===== config.mk =====
export PLATFORM = sky130hd
export DESIGN_NAME = piezo_hit_velocity_detector_flat
export DESIGN_NICKNAME = d
export VERILOG_FILES = /design/src/pvd_pkg.sv /design/src/pvd_in_if.sv /design/src/pvd_out_if.sv /design/src/pvd_velocity_map.sv /design/src/piezo_hit_velocity_detector.sv /design/src/flat_wrapper.sv
export SDC_FILE = /design/constraint.sdc
export NUM_CORES = 1
export LEC_CHECK = 0
export BUFFER_PORTS_ARGS = -buffer_cell sky130_fd_sc_hd__buf_2
export CAP_MARGIN = 10
export CORE_ASPECT_RATIO = 1.5
export CORE_UTILIZATION = 60
export DETAILED_ROUTE_END_ITERATION = 10
export GPL_TIMING_DRIVEN = 0
export PLACE_DENSITY = 0.77
export REMOVE_ABC_BUFFERS = 1
export SLEW_MARGIN = 20
export SYNTH_ARGS = -nofsm -noshare
export SYNTH_HDL_FRONTEND = slang
export SYNTH_SLANG_ARGS = --single-unit

===== constraint.sdc =====
create_clock -name i_clk -period 20.3 [get_ports i_clk]
set_input_delay 3.045 -clock i_clk [delete_from_list [all_inputs] [get_ports i_clk]]
set_output_delay 3.045 -clock i_clk [all_outputs]
set_load 0.1 [all_outputs]

===== src/pvd_pkg.sv =====
// ----------------------------------------------------------------------------
// pvd_pkg
// shared widths, register indexes, timing windows and the map request type
// ----------------------------------------------------------------------------
`timescale 1ns / 1ps

package pvd_pkg;

    // field widths
    localparam int SAMPLE_W  = 10;
    localparam int VEL_W     = 7;
    localparam int MARGIN_W  = 7;
    localparam int ELAPSED_W = 16;
    localparam int UPPER_W   = SAMPLE_W + 1;
    localparam int ACC_W     = SAMPLE_W + VEL_W;

    // apb port
    localparam int PADDR_W = 5;
    localparam int PDATA_W = 32;
    localparam int REG_IDX_W = 3;

    // register indexes
    localparam logic [REG_IDX_W-1:0] REG_THRESHOLD  = 3'd0;
    localparam logic [REG_IDX_W-1:0] REG_MARGIN     = 3'd1;
    localparam logic [REG_IDX_W-1:0] REG_INPUT_HIGH = 3'd2;
    localparam logic [REG_IDX_W-1:0] REG_OUT_LOW    = 3'd3;
    localparam logic [REG_IDX_W-1:0] REG_OUT_HIGH   = 3'd4;
    localparam logic [REG_IDX_W-1:0] REG_WAIT_MS    = 3'd5;

    // timing windows and limits
    localparam int TEST_WINDOW_MS = 2;
    localparam int PEAK_WINDOW_MS = 10;
    localparam int MARGIN_MAX     = 100;

    // one multiply step and one divide step per velocity bit
    localparam int MAP_STEPS = VEL_W;
    localparam int STEP_CNT_W = $clog2(MAP_STEPS);

    // event codes
    localparam logic EVT_NOTE_ON  = 1'b0;
    localparam logic EVT_NOTE_OFF = 1'b1;

    // input kinds
    localparam logic KIND_SAMPLE = 1'b0;

    // velocity map request
    typedef struct packed {
        logic [SAMPLE_W-1:0] peak;
        logic [UPPER_W-1:0]  upper;
        logic [SAMPLE_W-1:0] input_high;
        logic [VEL_W-1:0]    out_low;
        logic [VEL_W-1:0]    out_high;
    } t_map_req;

endpackage


===== src/pvd_in_if.sv =====
// ----------------------------------------------------------------------------
// pvd_in_if
// input channel: sensor samples and millisecond ticks
// ----------------------------------------------------------------------------
`timescale 1ns / 1ps

interface pvd_in_if;
    logic                         valid;
    logic                         ready;
    logic                         kind;
    logic [pvd_pkg::SAMPLE_W-1:0] sample;

    modport source (output valid, output kind, output sample, input ready);
    modport sink   (input valid, input kind, input sample, output ready);
endinterface


===== src/pvd_out_if.sv =====
// ----------------------------------------------------------------------------
// pvd_out_if
// output channel: note-on and note-off events
// ----------------------------------------------------------------------------
`timescale 1ns / 1ps

interface pvd_out_if;
    logic                      valid;
    logic                      ready;
    logic                      event_res;
    logic [pvd_pkg::VEL_W-1:0] velocity;

    modport source (output valid, output event_res, output velocity, input ready);
    modport sink   (input valid, input event_res, input velocity, output ready);
endinterface


===== src/pvd_velocity_map.sv =====
// ----------------------------------------------------------------------------
// pvd_velocity_map
// bit-serial velocity map: clamp, shift-add multiply, restoring divide
// ----------------------------------------------------------------------------
`timescale 1ns / 1ps

module pvd_velocity_map (
    input  logic                      i_clk,
    input  logic                      i_rst_n,
    input  logic                      i_start,
    input  pvd_pkg::t_map_req         i_req,
    output logic                      o_done,
    output logic [pvd_pkg::VEL_W-1:0] o_velocity
);

    typedef enum logic [1:0] {M_IDLE, M_MUL, M_DIV, M_FIN} t_mstate;

    localparam logic [pvd_pkg::STEP_CNT_W-1:0] LAST_STEP =
        pvd_pkg::STEP_CNT_W'(pvd_pkg::MAP_STEPS - 1);

    t_mstate                          r_state, n_state;
    logic [pvd_pkg::ACC_W-1:0]        r_mcand, n_mcand;
    logic [pvd_pkg::VEL_W-1:0]        r_mplier, n_mplier;
    logic [pvd_pkg::ACC_W-1:0]        r_acc, n_acc;
    logic [pvd_pkg::ACC_W-1:0]        r_dsh, n_dsh;
    logic [pvd_pkg::VEL_W-1:0]        r_q, n_q;
    logic [pvd_pkg::STEP_CNT_W-1:0]   r_cnt, n_cnt;
    logic                             r_neg, n_neg;
    logic [pvd_pkg::VEL_W-1:0]        r_lo, n_lo;
    logic [pvd_pkg::VEL_W-1:0]        r_vel, n_vel;
    logic                             r_done, n_done;

    logic [pvd_pkg::UPPER_W-1:0]      w_peak;
    logic [pvd_pkg::UPPER_W-1:0]      w_ih;
    logic [pvd_pkg::UPPER_W-1:0]      w_x;
    logic [pvd_pkg::UPPER_W-1:0]      w_den;

    // clamp peak into [upper, input_high]
    always_comb begin
        w_peak = {1'b0, i_req.peak};
        w_ih   = {1'b0, i_req.input_high};
        if (w_peak < i_req.upper) begin
            w_x = i_req.upper;
        end else if (w_peak > w_ih) begin
            w_x = w_ih;
        end else begin
            w_x = w_peak;
        end
        w_den = w_ih - i_req.upper;
    end

    // sequencer
    always_comb begin
        n_state  = r_state;
        n_mcand  = r_mcand;
        n_mplier = r_mplier;
        n_acc    = r_acc;
        n_dsh    = r_dsh;
        n_q      = r_q;
        n_cnt    = r_cnt;
        n_neg    = r_neg;
        n_lo     = r_lo;
        n_vel    = r_vel;
        n_done   = 1'b0;
        unique case (r_state)
            M_IDLE: begin
                if (i_start) begin
                    n_cnt = '0;
                    n_acc = '0;
                    n_q   = '0;
                    if (w_x >= w_ih) begin
                        // full scale: out_high directly
                        n_lo    = i_req.out_high;
                        n_neg   = 1'b0;
                        n_state = M_FIN;
                    end else begin
                        n_lo    = i_req.out_low;
                        n_neg   = i_req.out_high < i_req.out_low;
                        n_mcand = pvd_pkg::ACC_W'(w_x - i_req.upper);
                        n_dsh   = pvd_pkg::ACC_W'(w_den) << (pvd_pkg::MAP_STEPS - 1);
                        n_mplier = n_neg ? (i_req.out_low - i_req.out_high)
                                         : (i_req.out_high - i_req.out_low);
                        n_state = M_MUL;
                    end
                end
            end
            M_MUL: begin
                // one multiplier bit per cycle
                if (r_mplier[0]) begin
                    n_acc = r_acc + r_mcand;
                end
                n_mcand  = r_mcand << 1;
                n_mplier = r_mplier >> 1;
                if (r_cnt == LAST_STEP) begin
                    n_cnt   = '0;
                    n_state = M_DIV;
                end else begin
                    n_cnt = r_cnt + 1'b1;
                end
            end
            M_DIV: begin
                // one quotient bit per cycle, msb first
                if (r_acc >= r_dsh) begin
                    n_acc = r_acc - r_dsh;
                    n_q   = {r_q[pvd_pkg::VEL_W-2:0], 1'b1};
                end else begin
                    n_q   = {r_q[pvd_pkg::VEL_W-2:0], 1'b0};
                end
                n_dsh = r_dsh >> 1;
                if (r_cnt == LAST_STEP) begin
                    n_cnt   = '0;
                    n_state = M_FIN;
                end else begin
                    n_cnt = r_cnt + 1'b1;
                end
            end
            M_FIN: begin
                // quotient truncates toward zero, then offset by out_low
                n_vel   = r_neg ? (r_lo - r_q) : (r_lo + r_q);
                n_done  = 1'b1;
                n_state = M_IDLE;
            end
            default: begin
                n_state = M_IDLE;
            end
        endcase
    end

    always_ff @(posedge i_clk) begin
        if (!i_rst_n) begin
            r_state <= M_IDLE;
            r_done  <= 1'b0;
            r_cnt   <= '0;
        end else begin
            r_state <= n_state;
            r_done  <= n_done;
            r_cnt   <= n_cnt;
        end
        r_mcand  <= n_mcand;
        r_mplier <= n_mplier;
        r_acc    <= n_acc;
        r_dsh    <= n_dsh;
        r_q      <= n_q;
        r_neg    <= n_neg;
        r_lo     <= n_lo;
        r_vel    <= n_vel;
    end

    assign o_done     = r_done;
    assign o_velocity = r_vel;

endmodule


===== src/piezo_hit_velocity_detector.sv =====
// ----------------------------------------------------------------------------
// piezo_hit_velocity_detector
// ticks and most samples are handled as they are taken; a note-off goes to the output register
// a note-on leaves once its sample has run through the bit-serial map unit
// (7 multiply steps, 7 divide steps, finish, output load), which skips to finish at full scale
// no input meanwhile; input is taken while an event waits in the output register
// synchronous active-low reset restores register defaults and idle mode
// ----------------------------------------------------------------------------
`timescale 1ns / 1ps

module piezo_hit_velocity_detector (
    input  logic                        i_clk,
    input  logic                        i_rst_n,
    pvd_in_if.sink                      i_in,
    pvd_out_if.source                   o_out,
    input  logic                        psel,
    input  logic                        penable,
    input  logic                        pwrite,
    input  logic [pvd_pkg::PADDR_W-1:0] paddr,
    input  logic [pvd_pkg::PDATA_W-1:0] pwdata,
    output logic [pvd_pkg::PDATA_W-1:0] prdata,
    output logic                        pready
);

    typedef enum logic [1:0] {
        MODE_IDLE  = 2'd0,
        MODE_TEST  = 2'd1,
        MODE_PEAK  = 2'd2,
        MODE_AFTER = 2'd3
    } t_mode;

    typedef enum logic [1:0] {S_RUN, S_MAP, S_EMIT} t_state;

    // configuration registers
    logic [pvd_pkg::SAMPLE_W-1:0]  r_threshold;
    logic [pvd_pkg::MARGIN_W-1:0]  r_margin;
    logic [pvd_pkg::SAMPLE_W-1:0]  r_input_high;
    logic [pvd_pkg::VEL_W-1:0]     r_out_low;
    logic [pvd_pkg::VEL_W-1:0]     r_out_high;
    logic [pvd_pkg::ELAPSED_W-1:0] r_wait_ms;

    // detector state
    t_state                        r_state, n_state;
    t_mode                         r_mode, n_mode;
    logic [pvd_pkg::SAMPLE_W-1:0]  r_peak, n_peak;
    logic [pvd_pkg::ELAPSED_W-1:0] r_elapsed, n_elapsed;
    logic                          r_note, n_note;

    // output register and pending event
    logic                          r_out_valid, n_out_valid;
    logic                          r_out_event, n_out_event;
    logic [pvd_pkg::VEL_W-1:0]     r_out_vel, n_out_vel;
    logic                          r_pend_event, n_pend_event;
    logic [pvd_pkg::VEL_W-1:0]     r_pend_vel, n_pend_vel;

    logic                          w_cfg_wr;
    logic [pvd_pkg::REG_IDX_W-1:0] w_idx;
    logic [pvd_pkg::MARGIN_W-1:0]  w_margin;
    logic [pvd_pkg::UPPER_W-1:0]   w_upper;
    logic                          w_accept;
    logic                          w_slot_free;
    logic                          w_res_valid;
    logic                          w_res_event;
    logic [pvd_pkg::VEL_W-1:0]     w_res_vel;
    logic                          w_map_start;
    pvd_pkg::t_map_req             w_map_req;
    logic                          w_map_done;
    logic [pvd_pkg::VEL_W-1:0]     w_map_vel;

    // apb access
    assign pready   = 1'b1;
    assign w_cfg_wr = psel && penable && pwrite;
    assign w_idx    = paddr[pvd_pkg::PADDR_W-1:2];

    always_comb begin
        unique case (w_idx)
            pvd_pkg::REG_THRESHOLD:  prdata = pvd_pkg::PDATA_W'(r_threshold);
            pvd_pkg::REG_MARGIN:     prdata = pvd_pkg::PDATA_W'(r_margin);
            pvd_pkg::REG_INPUT_HIGH: prdata = pvd_pkg::PDATA_W'(r_input_high);
            pvd_pkg::REG_OUT_LOW:    prdata = pvd_pkg::PDATA_W'(r_out_low);
            pvd_pkg::REG_OUT_HIGH:   prdata = pvd_pkg::PDATA_W'(r_out_high);
            pvd_pkg::REG_WAIT_MS:    prdata = pvd_pkg::PDATA_W'(r_wait_ms);
            default:                 prdata = '0;
        endcase
    end

    always_ff @(posedge i_clk) begin
        if (!i_rst_n) begin
            r_threshold  <= pvd_pkg::SAMPLE_W'(12);
            r_margin     <= pvd_pkg::MARGIN_W'(10);
            r_input_high <= pvd_pkg::SAMPLE_W'(1023);
            r_out_low    <= pvd_pkg::VEL_W'(1);
            r_out_high   <= pvd_pkg::VEL_W'(127);
            r_wait_ms    <= '0;
        end else if (w_cfg_wr) begin
            unique case (w_idx)
                pvd_pkg::REG_THRESHOLD:
                    r_threshold  <= pwdata[pvd_pkg::SAMPLE_W-1:0];
                pvd_pkg::REG_MARGIN:
                    r_margin     <= pwdata[pvd_pkg::MARGIN_W-1:0];
                pvd_pkg::REG_INPUT_HIGH:
                    r_input_high <= pwdata[pvd_pkg::SAMPLE_W-1:0];
                pvd_pkg::REG_OUT_LOW:
                    r_out_low    <= pwdata[pvd_pkg::VEL_W-1:0];
                pvd_pkg::REG_OUT_HIGH:
                    r_out_high   <= pwdata[pvd_pkg::VEL_W-1:0];
                pvd_pkg::REG_WAIT_MS:
                    r_wait_ms    <= pwdata[pvd_pkg::ELAPSED_W-1:0];
                default: ;
            endcase
        end
    end

    // upper threshold, margin capped
    assign w_margin = (r_margin > pvd_pkg::MARGIN_W'(pvd_pkg::MARGIN_MAX))
                    ? pvd_pkg::MARGIN_W'(pvd_pkg::MARGIN_MAX) : r_margin;
    assign w_upper  = {1'b0, r_threshold} + pvd_pkg::UPPER_W'(w_margin);

    // handshake
    assign i_in.ready  = (r_state == S_RUN);
    assign w_accept    = i_in.valid && (r_state == S_RUN);
    assign w_slot_free = !r_out_valid || o_out.ready;

    // map request
    assign w_map_req.peak       = r_peak;
    assign w_map_req.upper      = w_upper;
    assign w_map_req.input_high = r_input_high;
    assign w_map_req.out_low    = r_out_low;
    assign w_map_req.out_high   = r_out_high;

    pvd_velocity_map u_map (
        .i_clk      (i_clk),
        .i_rst_n    (i_rst_n),
        .i_start    (w_map_start),
        .i_req      (w_map_req),
        .o_done     (w_map_done),
        .o_velocity (w_map_vel)
    );

    // hit detection and event staging
    always_comb begin
        n_state      = r_state;
        n_mode       = r_mode;
        n_peak       = r_peak;
        n_elapsed    = r_elapsed;
        n_note       = r_note;
        n_pend_event = r_pend_event;
        n_pend_vel   = r_pend_vel;
        n_out_valid  = r_out_valid && !o_out.ready;
        n_out_event  = r_out_event;
        n_out_vel    = r_out_vel;
        w_res_valid  = 1'b0;
        w_res_event  = pvd_pkg::EVT_NOTE_OFF;
        w_res_vel    = '0;
        w_map_start  = 1'b0;

        unique case (r_state)
            S_RUN: begin
                if (w_accept) begin
                    if (i_in.kind != pvd_pkg::KIND_SAMPLE) begin
                        // millisecond tick, saturating
                        if (r_elapsed != '1) begin
                            n_elapsed = r_elapsed + 1'b1;
                        end
                    end else begin
                        unique case (r_mode)
                            MODE_TEST: begin
                                if (r_elapsed <
                                        pvd_pkg::ELAPSED_W'(pvd_pkg::TEST_WINDOW_MS)) begin
                                    if ({1'b0, i_in.sample} >= w_upper) begin
                                        n_peak = i_in.sample;
                                        n_mode = MODE_PEAK;
                                    end
                                end else begin
                                    n_mode = MODE_AFTER;
                                end
                            end
                            MODE_PEAK: begin
                                if (i_in.sample > r_peak) begin
                                    n_peak = i_in.sample;
                                end else if (r_elapsed >=
                                        pvd_pkg::ELAPSED_W'(pvd_pkg::PEAK_WINDOW_MS)) begin
                                    // map latches the peak now
                                    w_map_start = 1'b1;
                                    n_note      = 1'b1;
                                    n_peak      = '0;
                                    n_mode      = MODE_AFTER;
                                    n_elapsed   = '0;
                                    n_state     = S_MAP;
                                end
                            end
                            MODE_AFTER: begin
                                if (i_in.sample > r_threshold) begin
                                    n_elapsed = '0;
                                end else if (r_elapsed > r_wait_ms) begin
                                    n_mode = MODE_IDLE;
                                    if (r_note) begin
                                        n_note      = 1'b0;
                                        w_res_valid = 1'b1;
                                        w_res_event = pvd_pkg::EVT_NOTE_OFF;
                                        w_res_vel   = '0;
                                    end
                                end
                            end
                            default: begin
                                if (i_in.sample >= r_threshold) begin
                                    n_mode    = MODE_TEST;
                                    n_elapsed = '0;
                                end
                            end
                        endcase
                    end
                end
            end
            S_MAP: begin
                if (w_map_done) begin
                    w_res_valid = 1'b1;
                    w_res_event = pvd_pkg::EVT_NOTE_ON;
                    w_res_vel   = w_map_vel;
                end
            end
            S_EMIT: begin
                w_res_valid = 1'b1;
                w_res_event = r_pend_event;
                w_res_vel   = r_pend_vel;
            end
            default: begin
                n_state = S_RUN;
            end
        endcase

        // load the output register or hold the event until it frees
        if (w_res_valid) begin
            if (w_slot_free) begin
                n_out_valid = 1'b1;
                n_out_event = w_res_event;
                n_out_vel   = w_res_vel;
                n_state     = S_RUN;
            end else begin
                n_pend_event = w_res_event;
                n_pend_vel   = w_res_vel;
                n_state      = S_EMIT;
            end
        end
    end

    always_ff @(posedge i_clk) begin
        if (!i_rst_n) begin
            r_state     <= S_RUN;
            r_mode      <= MODE_IDLE;
            r_peak      <= '0;
            r_elapsed   <= '0;
            r_note      <= 1'b0;
            r_out_valid <= 1'b0;
        end else begin
            r_state     <= n_state;
            r_mode      <= n_mode;
            r_peak      <= n_peak;
            r_elapsed   <= n_elapsed;
            r_note      <= n_note;
            r_out_valid <= n_out_valid;
        end
        r_out_event  <= n_out_event;
        r_out_vel    <= n_out_vel;
        r_pend_event <= n_pend_event;
        r_pend_vel   <= n_pend_vel;
    end

    assign o_out.valid     = r_out_valid;
    assign o_out.event_res = r_out_event;
    assign o_out.velocity  = r_out_vel;

endmodule


===== src/flat_wrapper.sv =====
// flat-port wrapper written by rule: the top's interface ports become plain ports
module piezo_hit_velocity_detector_flat 
  (i_clk, i_rst_n, psel, penable, pwrite, paddr, pwdata, prdata, pready, i_in_valid, i_in_kind, i_in_sample, i_in_ready, o_out_valid, o_out_event_res, o_out_velocity, o_out_ready);
  pvd_in_if i_in_i ();
  pvd_out_if o_out_i ();
  input  logic i_clk;
  input  logic i_rst_n;
  input  logic psel;
  input  logic penable;
  input  logic pwrite;
  input  logic [pvd_pkg::PADDR_W-1:0] paddr;
  input  logic [pvd_pkg::PDATA_W-1:0] pwdata;
  output logic [pvd_pkg::PDATA_W-1:0] prdata;
  output logic pready;
  input wire logic [$bits(i_in_i.valid)-1:0] i_in_valid;
  input wire logic [$bits(i_in_i.kind)-1:0] i_in_kind;
  input wire logic [$bits(i_in_i.sample)-1:0] i_in_sample;
  output wire logic [$bits(i_in_i.ready)-1:0] i_in_ready;
  output wire logic [$bits(o_out_i.valid)-1:0] o_out_valid;
  output wire logic [$bits(o_out_i.event_res)-1:0] o_out_event_res;
  output wire logic [$bits(o_out_i.velocity)-1:0] o_out_velocity;
  input wire logic [$bits(o_out_i.ready)-1:0] o_out_ready;
  assign i_in_i.valid = i_in_valid;
  assign i_in_i.kind = i_in_kind;
  assign i_in_i.sample = i_in_sample;
  assign i_in_ready = i_in_i.ready;
  assign o_out_valid = o_out_i.valid;
  assign o_out_event_res = o_out_i.event_res;
  assign o_out_velocity = o_out_i.velocity;
  assign o_out_i.ready = o_out_ready;
  piezo_hit_velocity_detector u_core (.i_clk(i_clk), .i_rst_n(i_rst_n), .i_in(i_in_i), .o_out(o_out_i), .psel(psel), .penable(penable), .pwrite(pwrite), .paddr(paddr), .pwdata(pwdata), .prdata(prdata), .pready(pready));
endmodule

== After elaboration in Yosys (flattened, before gate mapping) ==
Cells that the tools add are included.

* Register bits after elaboration: 191
* Memory bits (writable): 0
* Bits in latches: 0
* Memories: 0
* ROM bits: 0
* Word-level logic and storage cells: 218
* Output and inout port bits: 43

* Order comparisons: 13
* Bitwise gates (word level): 2
* Shifts and indexed selects: 0
* Multiply operators: 0
* Muxes and demuxes: 85
* Eq/ne operators: 40
* Divide/modulo/power cells: 0
* Add/sub/neg operators: 11
* Reduce and logical (&&, ||, !) cells: 40

{| class="wikitable"
|+ Operators by type and width
! operator !! count
|-
| $mux W17 || 7
|-
| $mux W16 || 6
|-
| $pmux W16 S6 || 1
|-
| $pmux W17 S2 || 2
|-
| $mux W7 || 8
|-
| $pmux W17 S3 || 1
|-
| $mux W10 || 5
|-
| $pmux W16 S3 || 1
|-
| $pmux W7 S2 || 3
|-
| $mux W2 || 18
|-
| $gt A10 B10 Y1 || 3
|-
| $mux W1 || 22
|-
| $reduce_and A2 Y1 || 11
|-
| $sub A7 B7 Y7 || 3
|-
| $pmux W10 S2 || 1
|-
| $ne A2 B2 Y1 const B || 9
|-
| $add A17 B17 Y17 || 1
|-
| $ge A17 B17 Y1 || 1
|-
| $sub A17 B17 Y17 || 1
|-
| $add A16 B1 Y16 const B || 1
|-
| $ge A16 B4 Y1 const B || 1
|-
| $gt A16 B16 Y1 || 1
|-
| $lt A16 B2 Y1 const B || 1
|-
| $ne A16 B16 Y1 const B || 1
|-
| 44 further kinds || 82
|}

== Logic depth before layout (Yosys ltp) ==
Gate-level depths: netlist (run 1).

* Word-level depth: 9
* Gate-level depth with buffers: 30

== Modules after synthesis ==
A second synthesis (run 1) with hierarchy kept.

* Cell total of the unflattened synthesis: 1,611
* Area total of the unflattened synthesis: 14,340.0 µm²

{| class="wikitable"
|+ Modules (own cells, without submodules)
! module !! area an instance (µm²) !! cells each !! instances
|-
| pvd_velocity_map || 7,707.4 || 816 || 1
|-
| piezo_hit_velocity_detector || 6,632.6 || 795 || 1
|}

== Least setup slack after synthesis (run 1) ==
Ideal clock, no wire load.

* Kind: input to output
* From: in paddr[4] (netlist name)
* To: out prdata[7] (netlist name)
* Slack: 11.256 ns
* Stages: 5
* Arrival time: 5.999 ns
* Path through: clkbuf_1 clkbuf_1 nor2_1 a22oi_1 o21ai_0

* Word-level cells in the longest chain between the ends: 2
* Elaborated cells on any way between the ends: 7
* Those cells by class: 5 x eq/ne; 1 x mux; 1 x reduce/logical

{| class="wikitable"
|+ Ends and longest elaborated chain
! what !! line !! RTL
|-
| start, declared || flat_wrapper.sv:11 || <nowiki>input logic [pvd_pkg::PADDR_W-1:0] paddr;</nowiki>
|-
| $eq A3 B3 Y1, or another cell as far along || piezo_hit_velocity_detector.sv:76 || <nowiki>unique case (w_idx)</nowiki>
|-
| $pmux W16 S6 (*) || piezo_hit_velocity_detector.sv:76 ||
|-
| end, declared || flat_wrapper.sv:13 || <nowiki>output logic [pvd_pkg::PDATA_W-1:0] prdata;</nowiki>
|}

Every way passes the cells marked *; elsewhere a longest branch is shown, timed or not.

== Final worst setup path (run 1) ==
* From: in paddr[3] (netlist name)
* To: out prdata[1] (netlist name)

Same word-level chain as after synthesis.

==> run metrics, run 1 <==
clk_skew 0.0135 ns; TritonCTS Buffers 17; Die Height 190 um; RSZ-0062 raised after global routing no; via count 11700; final worst path period share 40.0%; GR Overflow Total 0; PostCTS Resize Cnt 0; largest net degree at the start of global routing 55; Yosys Warn Count 0; drc violations 0; largest family of logic cells by synthesized area compound AO/OA/AOI/OAI gates; deepest clock path buffer count 2; area share of the largest cell type after synthesis 20.4%; routed len/inst 18.1 um; first-pass GRT wire length 56600 um; Final HPWL DP 27400 um; Yosys top cell by area edfxtp_1; CTS tree yes; max-slew violations 0; I/O pin count 98; die width 127 um; Critical Path AT 5.07 ns; core area 0.0231 sq mm; Max-slew headroom 34.1%; share of post-route cells with drive strength above 1 8.92%; status finished, final reports clean; post-synthesis simple-gate area fraction 16.0%; initial antenna violation count 0; Commonest cells post-synth 161 x ha_1, 160 x nand2_1, 131 x inv_1; syn avg cell area 8.84 sq um; clock root buffer clkbuf_16; FMAX 123 MHz; Slew @ Worst Pin 0.976 ns; Synth Cell Area 0.0141 sq mm; maxcap violations 0; CTS Hold Buffers Added 0; # Post-CTS Setup Buffers 0; main flop type after synthesis edfxtp_1; kind of critical path in2out; PwrDens 70.7 mW/mm^2; Layout area overhead 8.05%; GP Congestion 0.919; n_diodes 0; Peak VDD IR 0.0000577 V; complex-gate fraction of the synthesized area 19.8%; Synth Area in XOR/XNOR 4.22%; mux cell area share after synthesis 4.06%; ANT nets after route 0; Hold Crit Class reg2reg; Worst-Skew Late Latency 0.45 ns; CP Capture Type output port; required time worst endpoint 17.26 ns; Syn Inst Count 1595; Clock transition at path regs 0.07 ns; #FFs+latches synth 191; Tot GR Track Use 30.1%; port buffer count 62; fraction of registers with async set/reset 0%; nets 1848; Util after Layout 66.1%; top cells by area, synth edfxtp_1 20%, ha_1 14%, dfxtp_1 13%, nand2_1 4.3%, a21oi_1 3.9%; # clock sinks 191; drt first pass iters 5; CTS HTree Levels 4; DRT Wirelength 35400 um; setup violators final 0; vias per cell 6.01; CP max FO 35; Seq/Total Area, Yosys 33.9%; Netlist cell types 90; DR iter-0 viols 679; Post-synth EDFFs 96; most common cell in the netlist ha_1; vias in the first global route 11400; Leak Pwr 0.00652 uW; Worst setup SP type input port; die area 0.0241 sq mm; setup TNS 0 ns; site row count 68; final hold vios 0; post-layout min period 8.12 ns; Initial Util 61.2%; post-synthesis adder-cell area fraction 15.8%
==> layout make-up <==
class / count / area, sq um
multi-input combinational: 1212 / 8550
sequential: 191 / 4780
fill: 1909 / 7820
clock inverter: 12 / 170
inverter: 133 / 499
tap: 315 / 394
timing repair buffer: 69 / 372
clock buffer: 20 / 468
==> logic make-up (layout without fill, tap and decap cells) <==
family / after synthesis / count (layout)
xor gates and xnor gates: 68 / 68
buffers and inverters: 207 / 234
adders and majority gates: 174 / 174
and+or+nand+nor: 471 / 471
DFF: 191 / 191
AOI/OAI and AO/OA: 426 / 426
other: 2 / 17
muxes: 56 / 56
==> worst paths after layout <==
kind	start	endpoint	slack, ns	cells after the start
max	paddr[3]	prdata[1]	12.18	6
max reg2reg	u_core.r_margin[0]$_SDFFE_PN0P_	u_core.u_map.r_dsh[4]$_SDFFCE_PN0P_	12.27	28
min	u_core.r_wait_ms[12]$_SDFFE_PN0P_	u_core.r_wait_ms[12]$_SDFFE_PN0P_	0.46	2
min reg2reg	u_core.r_wait_ms[12]$_SDFFE_PN0P_	u_core.r_wait_ms[12]$_SDFFE_PN0P_	0.46	2
==> registers in the layout, indices dropped and copies added, names as in the netlist, 10 cells and up <==
name / cells
u_core.r_threshold: 10
u_core.r_peak: 10
u_core.u_map.r_acc: 17
u_core.r_elapsed: 16
u_core.u_map.r_dsh: 17
u_core.u_map.r_mcand: 17
u_core.r_input_high: 10
u_core.r_wait_ms: 16
==> routing by layer <==
metal  track usage [%]  share of wire (%)  vias up  wire length (um)
met5                 0                  0        -                 0
met4              22.4                7.3        0              2580
met3              3.54                3.8      105              1360
met2              53.0                 50      341             17600
met1              33.2                 39     5528             13800
li1                  -                  -     5757                 -
==> critical path, stage by stage <==
cell     delay (ns)
buf_2          0.49
nor2b_1        0.65
a22o_1         0.23
a22oi_1        0.06
o21ai_0        0.13
buf_2          0.46
==> report_power, final <==
| part | internal [uW] | switching [uW] | leakage (uW) |
|---|---|---|---|
| registers | 426 | 10.7 | 0.00165 |
| clock network | 212 | 151 | 0.000317 |
| logic | 101 | 176 | 0.00455 |
==> cells in the final DEF, fill, tap and decap left out, types with 14 or more instances in the layout <==
cell type / synthesis / final
nor4_1: 16 / 15
nor3_1: 30 / 29
nor2b_1: 31 / 31
a22oi_1: 25 / 25
o211ai_1: 21 / 21
conb_1: 2 / 17
edfxtp_1: 96 / 96
a21oi_1: 111 / 111
nor2_1: 104 / 103
nand2_1: 160 / 160
xor2_1: 17 / 17
inv_1: 131 / 131
buf_2: 5 / 65
nand3_1: 40 / 40
xnor2_1: 51 / 51
a21o_1: 47 / 47
nand2b_1: 19 / 19
and2_1: 15 / 15
o21ai_0: 89 / 89
clkbuf_16: 0 / 18
dfxtp_1: 95 / 95
ha_1: 161 / 159
a211oi_1: 14 / 14
mux2i_1: 46 / 46
==> per-stage QoR <==
stage	cell area, sq um	total power, uW	hold slack [ns]	cells	worst slack [ns]
final	15200	1080	0.455	1952	12.18
after global routing	15200	1130	0.487	1952	11.86
after CTS	15200	1080	0.456	1952	12.06
after detailed placement	14600	719	0.447	1920	12.11
after global placement	14500	708	0.444	1913	10.24
after floorplan	13800	648	0.436	1536	11.68
Note: power is estimated with default switching activity, not from simulation.
==> run 2: changes to the inputs <==
CORE_UTILIZATION = 56   (was 60)
PLACE_DENSITY = 0.76   (was 0.77)
clock period = 6.85 ns   (was 20.3 ns; I/O delays follow)
==> run 2 against run 1 <==
Against the previous run: cell count is 0.92% higher; power grew to 2.9 times the previous value; global-route usage is 2.1 points lower; die area is 7.0% higher; highest routed layer unchanged.
==> run metrics, run 2 (synthesis gave the netlist of run 1 again) <==
Clk pwr share 31.9%; Psw 1080 uW; die width 132 um; clock root buffer clkbuf_16; required time worst endpoint 7.12 ns; routed len/inst 18.3 um; switch share 34.4%; CP max FO 5; Worst setup SP type flip-flop; maxcap violations 0; core area 0.0245 sq mm; Die Height 196 um; port buffer count 62; FMAX 154 MHz; FF-to-FF End u_core.u_map.r_lo[3]$_DFFE_PP_; GR Overflow Total 0; RSZ-0062 raised after global routing no; TritonCTS Buffers 17; hold-critical path depth 2; Peak VDD IR 0.000189 V; DP Area 0.0146 sq mm; fin worst setup slack 0.362 ns; status finished, final reports clean; share of post-route cells with drive strength above 1 10.0%; site row count 70; pre-CTS setup slack -1.50 ns; Layout area overhead 8.81%; final worst path period share 94.7%; setup TNS 0 ns; die area 0.0258 sq mm; DR iter-0 viols 722; fin area 0.0153 sq mm; Hold Crit Class reg2reg; Reg-to-Reg Start u_core.r_margin[0]$_SDFFE_PN0P_; Leak Pwr 0.00655 uW; n_diodes 0; r2r setup slk 0.36 ns; Sequential Power Share 41.2%; most frequent CP cell a21o_1; max incr delay on CP 0.53 ns; vias per cell 5.99; deepest clock path buffer count 2; drc violations 0; max-slew violations 0; final hold vios 0; clk_skew 0.0137 ns; largest net degree at the start of global routing 55; CP Capture Point u_core.u_map.r_lo[3]$_DFFE_PP_; Power, Total 3140 uW; first-pass GRT wire length 57400 um; commonest cells after routing, fill and taps aside 160 x nand2_1, 159 x ha_1, 131 x inv_1, 109 x a21oi_1, 103 x nor2_1; Critical Path AT 6.76 ns; CP Capture Type flip-flop; hold slack 0.463 ns; Crit path max-delay family compound AO/OA/AOI/OAI gates; FF-to-FF path depth 27; biggest regs u_core.u_map.r_acc: 17 flops, u_core.u_map.r_dsh: 17 flops, u_core.u_map.r_mcand: 17 flops; Setup crit start u_core.r_margin[0]$_SDFFE_PN0P_; CTS Hold Buffers Added 0; Max-slew headroom 27.5%; post-layout min period 6.49 ns; Buf/Inv on CP 2; Final HPWL DP 27400 um; PwrDens 204 mW/mm^2; drt first pass iters 8; ANT nets after route 0; Comb power frac 26.9%; DRT Wirelength 36100 um; CP Depth 27; Clock transition at path regs 0.08 ns; I/O pin count 98; Initial Util 57.5%; Worst-Skew Late Latency 0.45 ns; CTS tree yes; CP max stage cell xnor2_1; Slew @ Worst Pin 1.07 ns; via count 11800; initial antenna violation count 0; kind of critical path reg2reg; CTS HTree Levels 4; vias in the first global route 11500; commonest non-fill, non-tap cell in the layout nand2_1; Pint 2060 uW; # clock sinks 191; GP Congestion 0.959; setup violators final 0; Tot GR Track Use 28.0%; nets 1857
==> run 2: changes by cell type in the layout (fill, tap and decap cells not counted), sizes merged <==
cell,change
bufinv,-4
a22o,+2
buf,+7
inv,+4
clkinv,+2
clkbuf,-3
clkinvlp,+1
==> run 2: metal layers <==
layer  wire [um]  up-vias  global-route usage, %
li1            -     5783                      -
met1       13900     5608                   29.6
met2       18800      330                   52.2
met3        1370       86                   3.32
met4        2030        0                   18.0
met5           0        -                      0
==> run 2: final cells by class <==
class                      instances  area [sq um]
clock buffer                      17           425
clock inverter                    15           164
fill                            2123          9180
inverter                         133           499
multi-input combinational       1214          8640
sequential                       191          4780
tap                              324           405
timing repair buffer              76           422
==> run 2: metrics by stage <==
step / utilization [%] / std cells
after floorplan: - / 1536
after global placement: 59.2 / 1922
after CTS: 62.3 / 1966
final: 62.6 / 1970
after detailed placement: 59.6 / 1929
after global routing: 62.6 / 1970
==> run 2: worst min path at each step <==
| stage | to | from | slack, ns |
|---|---|---|---|
| 2_1_floorplan | u_core.r_wait_ms[10]$_SDFFE_PN0P_ | u_core.r_wait_ms[10]$_SDFFE_PN0P_ | 0.44 |
| 3_3_place_gp | u_core.r_wait_ms[12]$_SDFFE_PN0P_ | u_core.r_wait_ms[12]$_SDFFE_PN0P_ | 0.44 |
| 3_5_place_dp | u_core.r_wait_ms[10]$_SDFFE_PN0P_ | u_core.r_wait_ms[10]$_SDFFE_PN0P_ | 0.45 |
| 4_1_cts | u_core.r_wait_ms[10]$_SDFFE_PN0P_ | u_core.r_wait_ms[10]$_SDFFE_PN0P_ | 0.46 |
| 5_1_grt | u_core.r_wait_ms[14]$_SDFFE_PN0P_ | u_core.r_wait_ms[14]$_SDFFE_PN0P_ | 0.49 |
| 6_report | u_core.r_wait_ms[14]$_SDFFE_PN0P_ | u_core.r_wait_ms[14]$_SDFFE_PN0P_ | 0.46 |
==> run 2: power groups by stage <==
stage	Sequential, uW	Clock, uW	Combinational [uW]
after floorplan	1310	0	609
after global placement	1320	0	782
after detailed placement	1320	0	821
after CTS	1290	1010	834
after global routing	1300	1050	924
final	1290	999	844
==> run 2: worst min-delay path: cells and delay by family, from the launching register on <==
family	cells	cell delay (ns)
flip-flops	1	0.31
AND/OR/NAND/NOR	1	0.05
AO/OA/AOI/OAI	1	0.05
==> run 2: timing repair <==
item | in CTS | in global routing
buffers inserted | 4 | 3
pin swaps | 2 | 0
resized for setup | 10 | 8
setup endpoints to repair | 59 | 59
cloned | 1 | 1
